$ cat src/hw/rtl/tct_pkg.sv
// ----------------------------------------------------------------------------
// tct_pkg
// Shared constants, types and helpers of the text console teletype.
// ----------------------------------------------------------------------------
package tct_pkg;

   localparam int COLUMNS    = 80;
   localparam int ROWS       = 25;
   localparam int CELLS      = COLUMNS * ROWS;
   localparam int MOVE_CELLS = (ROWS - 1) * COLUMNS;
   localparam int ADDR_W     = $clog2(CELLS);
   localparam int COL_W      = 7;
   localparam int ROW_W      = 5;

   typedef logic [ADDR_W-1:0] addr_type;
   typedef logic [15:0]       cell_type;

   localparam logic [7:0] ATTR_NORMAL = 8'h07;
   localparam logic [7:0] CHAR_SPACE  = 8'h20;
   localparam logic [7:0] CHAR_CR     = 8'h0d;
   localparam logic [7:0] CHAR_LF     = 8'h0a;
   localparam logic [7:0] CHAR_BS     = 8'h08;
   localparam cell_type   BLANK_CELL  = {ATTR_NORMAL, CHAR_SPACE};

   localparam logic [1:0] CMD_PUT   = 2'd0;
   localparam logic [1:0] CMD_SET   = 2'd1;
   localparam logic [1:0] CMD_CLEAR = 2'd2;
   localparam logic [1:0] CMD_READ  = 2'd3;

   typedef struct packed {
      logic     wr_en;
      addr_type wr_addr;
      cell_type wr_data;
      addr_type rd_addr;
   } mem_req_type;

   function automatic addr_type cell_addr(logic [ROW_W-1:0] r, logic [COL_W-1:0] c);
      addr_type base;
      base = ADDR_W'(r) * ADDR_W'(COLUMNS);
      return base + ADDR_W'(c);
   endfunction

endpackage

$ cat src/hw/rtl/tct_ctrl.sv
// ----------------------------------------------------------------------------
// tct_ctrl
// Command sequencer: cursor, fill and scroll sweeps, response register.
// ----------------------------------------------------------------------------
module tct_ctrl (
   input  logic                          clock,
   input  logic                          reset,
   input  logic                          start,
   output logic                          busy,
   input  logic [1:0]                    req_command,
   input  logic [7:0]                    req_char_code,
   input  logic [tct_pkg::COL_W-1:0]     req_col,
   input  logic [tct_pkg::ROW_W-1:0]     req_row,
   output logic                          rsp_valid,
   output logic [tct_pkg::COL_W-1:0]     rsp_cursor_col,
   output logic [tct_pkg::ROW_W-1:0]     rsp_cursor_row,
   output logic [7:0]                    rsp_cell_char,
   output logic [7:0]                    rsp_cell_attr,
   output tct_pkg::mem_req_type          mem_req,
   input  tct_pkg::cell_type             mem_rd_data
);
   import tct_pkg::*;

   localparam logic [2:0] S_FILL   = 3'd0;
   localparam logic [2:0] S_IDLE   = 3'd1;
   localparam logic [2:0] S_READ   = 3'd2;
   localparam logic [2:0] S_SCROLL = 3'd3;
   localparam logic [2:0] S_DRAIN  = 3'd4;

   logic [2:0]       state_ff, state_in;
   addr_type         cnt_ff, cnt_in;
   logic [COL_W-1:0] cur_col_ff, cur_col_in;
   logic [ROW_W-1:0] cur_row_ff, cur_row_in;
   logic             clr_rsp_ff, clr_rsp_in;
   logic             wr_v_ff, wr_v_in;
   addr_type         wr_addr_ff, wr_addr_in;
   logic             wr_blank_ff, wr_blank_in;
   logic             rsp_valid_ff, rsp_valid_in;
   logic [7:0]       rsp_char_ff, rsp_char_in;
   logic [7:0]       rsp_attr_ff, rsp_attr_in;

   logic             accept;
   logic [COL_W-1:0] clamp_col;
   logic [ROW_W-1:0] clamp_row;
   logic [COL_W-1:0] put_col;
   logic [ROW_W-1:0] put_row;
   logic             printable;
   logic             last_cell;

   assign accept    = start && (state_ff == S_IDLE);
   assign last_cell = (cnt_ff == addr_type'(CELLS - 1));
   assign clamp_col = (req_col >= COL_W'(COLUMNS)) ? COL_W'(COLUMNS - 1) : req_col;
   assign clamp_row = (req_row >= ROW_W'(ROWS)) ? ROW_W'(ROWS - 1) : req_row;
   assign printable = (req_char_code != CHAR_CR) && (req_char_code != CHAR_LF)
                      && (req_char_code != CHAR_BS);

   always_comb begin
      put_col = cur_col_ff;
      put_row = cur_row_ff;
      priority if (req_char_code == CHAR_CR) begin
         put_col = '0;
      end else if (req_char_code == CHAR_LF) begin
         put_col = '0;
         put_row = cur_row_ff + ROW_W'(1);
      end else if (req_char_code == CHAR_BS) begin
         if (cur_col_ff != '0) begin
            put_col = cur_col_ff - COL_W'(1);
         end
      end else begin
         if (cur_col_ff >= COL_W'(COLUMNS - 1)) begin
            put_col = '0;
            put_row = cur_row_ff + ROW_W'(1);
         end else begin
            put_col = cur_col_ff + COL_W'(1);
         end
      end
   end

   always_comb begin
      state_in     = state_ff;
      cnt_in       = cnt_ff;
      cur_col_in   = cur_col_ff;
      cur_row_in   = cur_row_ff;
      clr_rsp_in   = clr_rsp_ff;
      wr_v_in      = 1'b0;
      wr_addr_in   = cnt_ff;
      wr_blank_in  = (cnt_ff >= addr_type'(MOVE_CELLS));
      rsp_valid_in = 1'b0;
      rsp_char_in  = '0;
      rsp_attr_in  = '0;
      mem_req      = '{wr_en: 1'b0, wr_addr: cnt_ff, wr_data: BLANK_CELL, rd_addr: cnt_ff};

      // delayed write of the scroll copy
      if (wr_v_ff) begin
         mem_req.wr_en   = 1'b1;
         mem_req.wr_addr = wr_addr_ff;
         mem_req.wr_data = wr_blank_ff ? BLANK_CELL : mem_rd_data;
      end

      unique case (state_ff)
         S_FILL: begin
            mem_req.wr_en   = 1'b1;
            mem_req.wr_addr = cnt_ff;
            mem_req.wr_data = BLANK_CELL;
            cnt_in          = cnt_ff + addr_type'(1);
            if (last_cell) begin
               state_in     = S_IDLE;
               cnt_in       = '0;
               rsp_valid_in = clr_rsp_ff;
               clr_rsp_in   = 1'b0;
            end
         end
         S_IDLE: begin
            if (accept) begin
               unique case (req_command)
                  CMD_PUT: begin
                     if (printable) begin
                        mem_req.wr_en   = 1'b1;
                        mem_req.wr_addr = cell_addr(cur_row_ff, cur_col_ff);
                        mem_req.wr_data = {ATTR_NORMAL, req_char_code};
                     end
                     if (put_row >= ROW_W'(ROWS)) begin
                        state_in   = S_SCROLL;
                        cnt_in     = '0;
                        cur_col_in = '0;
                        cur_row_in = ROW_W'(ROWS - 1);
                     end else begin
                        cur_col_in   = put_col;
                        cur_row_in   = put_row;
                        rsp_valid_in = 1'b1;
                     end
                  end
                  CMD_SET: begin
                     cur_col_in   = clamp_col;
                     cur_row_in   = clamp_row;
                     rsp_valid_in = 1'b1;
                  end
                  CMD_CLEAR: begin
                     cur_col_in = '0;
                     cur_row_in = '0;
                     cnt_in     = '0;
                     clr_rsp_in = 1'b1;
                     state_in   = S_FILL;
                  end
                  CMD_READ: begin
                     mem_req.rd_addr = cell_addr(clamp_row, clamp_col);
                     state_in        = S_READ;
                  end
               endcase
            end
         end
         S_READ: begin
            rsp_valid_in = 1'b1;
            rsp_char_in  = mem_rd_data[7:0];
            rsp_attr_in  = mem_rd_data[15:8];
            state_in     = S_IDLE;
         end
         S_SCROLL: begin
            if (cnt_ff < addr_type'(MOVE_CELLS)) begin
               mem_req.rd_addr = cnt_ff + addr_type'(COLUMNS);
            end
            wr_v_in = 1'b1;
            cnt_in  = cnt_ff + addr_type'(1);
            if (last_cell) begin
               cnt_in   = '0;
               state_in = S_DRAIN;
            end
         end
         S_DRAIN: begin
            rsp_valid_in = 1'b1;
            state_in     = S_IDLE;
         end
         default: begin
            state_in = S_IDLE;
         end
      endcase
   end

   always_ff @(posedge clock) begin
      if (reset) begin
         state_ff     <= S_FILL;
         cnt_ff       <= '0;
         cur_col_ff   <= '0;
         cur_row_ff   <= '0;
         clr_rsp_ff   <= 1'b0;
         wr_v_ff      <= 1'b0;
         rsp_valid_ff <= 1'b0;
      end else begin
         state_ff     <= state_in;
         cnt_ff       <= cnt_in;
         cur_col_ff   <= cur_col_in;
         cur_row_ff   <= cur_row_in;
         clr_rsp_ff   <= clr_rsp_in;
         wr_v_ff      <= wr_v_in;
         rsp_valid_ff <= rsp_valid_in;
      end
   end

   always_ff @(posedge clock) begin
      wr_addr_ff  <= wr_addr_in;
      wr_blank_ff <= wr_blank_in;
      rsp_char_ff <= rsp_char_in;
      rsp_attr_ff <= rsp_attr_in;
   end

   assign busy           = (state_ff != S_IDLE);
   assign rsp_valid      = rsp_valid_ff;
   assign rsp_cursor_col = cur_col_ff;
   assign rsp_cursor_row = cur_row_ff;
   assign rsp_cell_char  = rsp_char_ff;
   assign rsp_cell_attr  = rsp_attr_ff;

endmodule

$ cat config.mk
export PLATFORM = sky130hd
export DESIGN_NAME = tct_ctrl
export DESIGN_NICKNAME = d
export VERILOG_FILES = /design/src/hw/rtl/tct_pkg.sv /design/src/hw/rtl/tct_ctrl.sv
export SDC_FILE = /design/constraint.sdc
export NUM_CORES = 1
export LEC_CHECK = 0
export ABC_AREA = 0
export BUFFER_PORTS_ARGS = -buffer_cell sky130_fd_sc_hd__buf_2
export CAP_MARGIN = 20
export CORE_ASPECT_RATIO = 1.5
export CORE_MARGIN = 5
export CORE_UTILIZATION = 48
export CTS_CLUSTER_DIAMETER = 60
export CTS_CLUSTER_SIZE = 14
export DETAILED_ROUTE_END_ITERATION = 10
export GPL_TIMING_DRIVEN = 0
export HOLD_SLACK_MARGIN = 0.12
export PLACE_DENSITY = 0.81
export SLEW_MARGIN = 20
export SYNTH_ARGS = -nofsm -noshare
export SYNTH_HDL_FRONTEND = slang
export SYNTH_SLANG_ARGS = --single-unit
$ cat constraint.sdc
create_clock -name clock -period 3.1 [get_ports clock]
set_input_delay 0.465 -clock clock [delete_from_list [all_inputs] [get_ports clock]]
set_output_delay 0.465 -clock clock [all_outputs]
set_load 0.02 [all_outputs]
==> results.env <==
CP_MAX_FO=4
POWER.STATIC_LEAKAGE_nW=2.48
WORST_CLK_SKEW_NS=0.00552
FRACTION_OF_POWER_CONSUMED_BY_THE_CLOCK_NETWORK=0.490
YOSYS_MOST_USED_DFF='dfxtp_1'
CORE.ROWCOUNT=41
SETUP_VIOL=3
NUMBER_OF_NETS_IN_THE_SYNTHESIZED_NETLIST=559
AREAGROWTHSYNTHTOFINISH_PCT=35.1
WORST_SLEW_PIN_SLEW_NS=1.12
INITIAL_CORE_UTIL=0.484
INTPOWER_mW=1.42
POST-ROUTE-MIN-PERIOD_NS=3.17
SYN_INST=485
YOSYS.AREA.TOP_TYPE='dfxtp_1'
GR-TOTAL-OVERFLOW=0
HPWLAFTERDP_UM=10200
ANTENNA_VIOLATING_NETS_POST_ROUTE=0
PATH_CLK_SLEW_NS=0.05
SHARE_SEQ_OF_TOTAL_POWER=0.387
SYNTHTOPCELLSBYAREA='dfxtp_1 28%, ha_1 9.0%, and2_1 4.8%, nor2_1 3.8%, a21oi_1 3.6%'
YOSYSMOSTFREQUENTCELL='dfxtp_1'
MET2_DEMAND_TO_CAPACITY_SHARE_IN_GLOBAL_ROUTING=0.459
WL_UM=14300
LARGEST_NET_DEGREE_AT_THE_START_OF_GLOBAL_ROUTING=11
SLEW_HEADROOM=0.246
H-TREE-DEPTH=3
NETSWITCHINGPOWER_uW=505
STATUS='finished, violations left'
GRTUSAGETOTAL=0.264
PNR_TOTAL_POWER_mW=1.92
WHS_NS=0.339
PLACE.GP.CONGESTION=1.05
RSZ0062_AT_GRT='yes'
GRTUSAGEMET3=0.0541
YOSYSSEQAREASHARE=0.284
CLOCK_TREE.BUFFER_DEPTH=2
YOSYSWARNINGS=0
POSTSYNTHREGISTERBITS=57
SETUP.WORST_PATH.START_CLASS='input port'
VIA_COUNT=4595
POWERDENSITY_mW_PER_MM2=354
IO_BUFFER_COUNT=109
DIE_HEIGHT_UM=122
MAX_CAP_VIOLATIONS=0
SYNTHARSTFLOPSHARE=0
MAXIMUM_CLOCK_FREQUENCY_MHz=316
NUM_IO_PINS=110
ROUTE.DETAILED.DRC=0
WORST_SLACK_NS=-0.0676
CRITPATHCAPTURETYPE='output port'
TRITONCTS_CLOCK_TREE='done'
TIMING.CRITICAL_PATH.ARRIVAL_NS=2.70
CTS_BUFFERS=9
GRTUSAGEMET1=0.274
WORSTSKEWPAIRLATENCY_NS=0.34
PATH_CLASS='in -> out'
PLACEMENT.SETUP.WORST_SLACK_NS=-0.476
FINAL_LAYOUT_SIZE_SUFFIX_GT1_FRAC=0.320
FAILED_CHECKS='setup timing'
CLOCK-ROOT-BUFFER='clkbuf_16'
CORE_AREA_MM2=0.00831
DETAIL_ROUTE.FIRST_PASS.ITERATIONS=6
AVGVIACOUNTPERCELL=6.25
YOSYS-TOP-CELLS-COUNT='57 x dfxtp_1, 41 x nor2_1, 31 x and2_1'
GRT_FIRST_PASS_WIRELENGTH_UM=21700
SYNTHESIS.AREA_MM2=0.00402
NUMBER_OF_ANTENNA_VIOLATIONS_AT_THE_FIRST_CHECK_IN_GLOBAL_ROUTING=0
POWER_SWITCHING_SHARE=0.263
TIMING.FINAL.CRIT_SHARE=1.02
SYNTH_EDF_COUNT=0
AVGROUTEDWIREPERCELL_UM=19.4
CTS.SINKS=57
FLOORPLAN.DIE.WIDTH_UM=84.7
FINAL_NETS=698
NUM_ANTENNA_CELLS=0
POWER.SHARE.COMBINATIONAL=0.123
TIMING.HOLD.WORST.CLASS='in -> reg'
REPORT.FINAL.HOLD_VIOL_COUNT=0
SYNTH_CELL_TYPES=66
CTS-HOLD-FIX-BUFFERS=0
DETAIL_ROUTE.ITER0.VIOLATIONS=425
MAXSLEWVIOLCOUNT=0
TNS_NS=-0.108
WORST_IR_DROP_VDD_uV=269
NETLIST.AREA_LEADER.SHARE=0.284
WORST_PATH_REQUIRED_TIME_NS=2.63
TOP_USAGE_LAYER='met2'
DESIGN.DIE.AREA_MM2=0.0103
SYNTHESIS.AREA_PER_INSTANCE_UM2=8.29
VIA_COUNT_OF_THE_FIRST_GLOBAL_ROUTING_PASS=4504
-- cells in the final DEF, fill, tap and decap left out, types with 9 or more instances in the layout --
master	netlist	final
clkbuf_1	21	14
ha_1	29	23
dfxtp_1	57	50
a222oi_1	11	11
nand3_1	17	16
nand2_1	22	21
xnor2_1	14	13
inv_1	29	28
nor2_1	41	40
clkbuf_16	0	9
a22o_1	10	10
o21ai_0	20	17
and2_1	31	29
a21oi_1	29	27
buf_2	1	105
buf_4	0	20
-- final cells by class --
| class | count | area [um^2] |
|---|---|---|
| buffer | 23 | 119 |
| clock buffer | 11 | 253 |
| clock inverter | 4 | 28.8 |
| fill | 672 | 2870 |
| inverter | 31 | 116 |
| multi-input combinational | 373 | 2900 |
| sequential | 57 | 1160 |
| tap | 107 | 134 |
| timing repair buffer | 129 | 732 |
-- worst max-delay path: stages --
cell	delay (ns)
buf_8	0.10
nand2_4	0.07
and2_4	0.16
ha_4	0.20
ha_4	0.16
inv_2	0.06
fa_2	0.47
nor3_4	0.24
xnor2_2	0.15
xnor2_1	0.16
nor2_1	0.06
a221o_1	0.28
buf_6	0.14
-- metrics by stage --
step	cells	util	instance area, um^2
6_report	735	0.654	5440
5_1_grt	735	0.654	5440
4_1_cts	726	0.632	5250
3_5_place_dp	701	0.567	4710
3_3_place_gp	701	0.567	4710
2_1_floorplan	485	-	4030
-- what timing repair did --
action | in CTS | in global routing
pin swaps | 22 | 24
resized for setup | 52 | 34
endpoints found under the setup margin | 48 | 39
endpoints found under the hold margin | 0 | 0
buffers inserted | 11 | 9
-- routing by layer --
| layer | routed length, um | part of all wire | up-vias |
|---|---|---|---|
| met5 | 0 | 0 | - |
| li1 | - | - | 2062 |
| met4 | 1040 | 0.073 | 0 |
| met2 | 7230 | 0.51 | 264 |
| met3 | 1020 | 0.071 | 80 |
| met1 | 5000 | 0.35 | 2189 |
-- registers in the layout, summed over array words and instances, names as in the netlist --
signal and flops:
rsp_cursor_col 7, rsp_cell_attr 8, cnt_ff 11, rsp_valid 1
wr_v_ff 1, rsp_cursor_row 5, state_ff 3, rsp_cell_char 8
wr_blank_ff 1, wr_addr_ff 11, clr_rsp_ff 1
-- cell families after synthesis --
group           after synthesis  synth area share
buf+inv                      55            0.0535
mux                           3           0.00747
flops                        57             0.284
compound gates              132             0.240
xor+xnor                     23            0.0501
simple gates                182             0.255
fa+ha+maj                    33             0.110
-- power groups by stage --
stage	Combinational, mW	Clock (mW)	Sequential [mW]
detailed placement	0.190	0	0.763
floorplan	0.116	0	0.761
CTS	0.217	0.942	0.746
global route	0.254	0.973	0.746
global placement	0.184	0	0.763
finish	0.236	0.944	0.745
-- worst paths after layout --
check / endpoint / startpoint / slack [ns] / cells after the start
setup / recovery: mem_req[10] / req_row[4] / -0.07 / 13
hold / removal: rsp_cell_char[5]$_SDFF_PP0_ / mem_rd_data[5] / 0.34 / 2
setup reg to reg: cnt_ff[8]$_SDFFE_PP0P_ / rsp_cursor_row[1]$_SDFFE_PP0P_ / -0.02 / 10
hold reg to reg: wr_addr_ff[9]$_DFF_P_ / cnt_ff[9]$_SDFFE_PP0P_ / 0.35 / 0
Power figures use the tool's default switching activity.
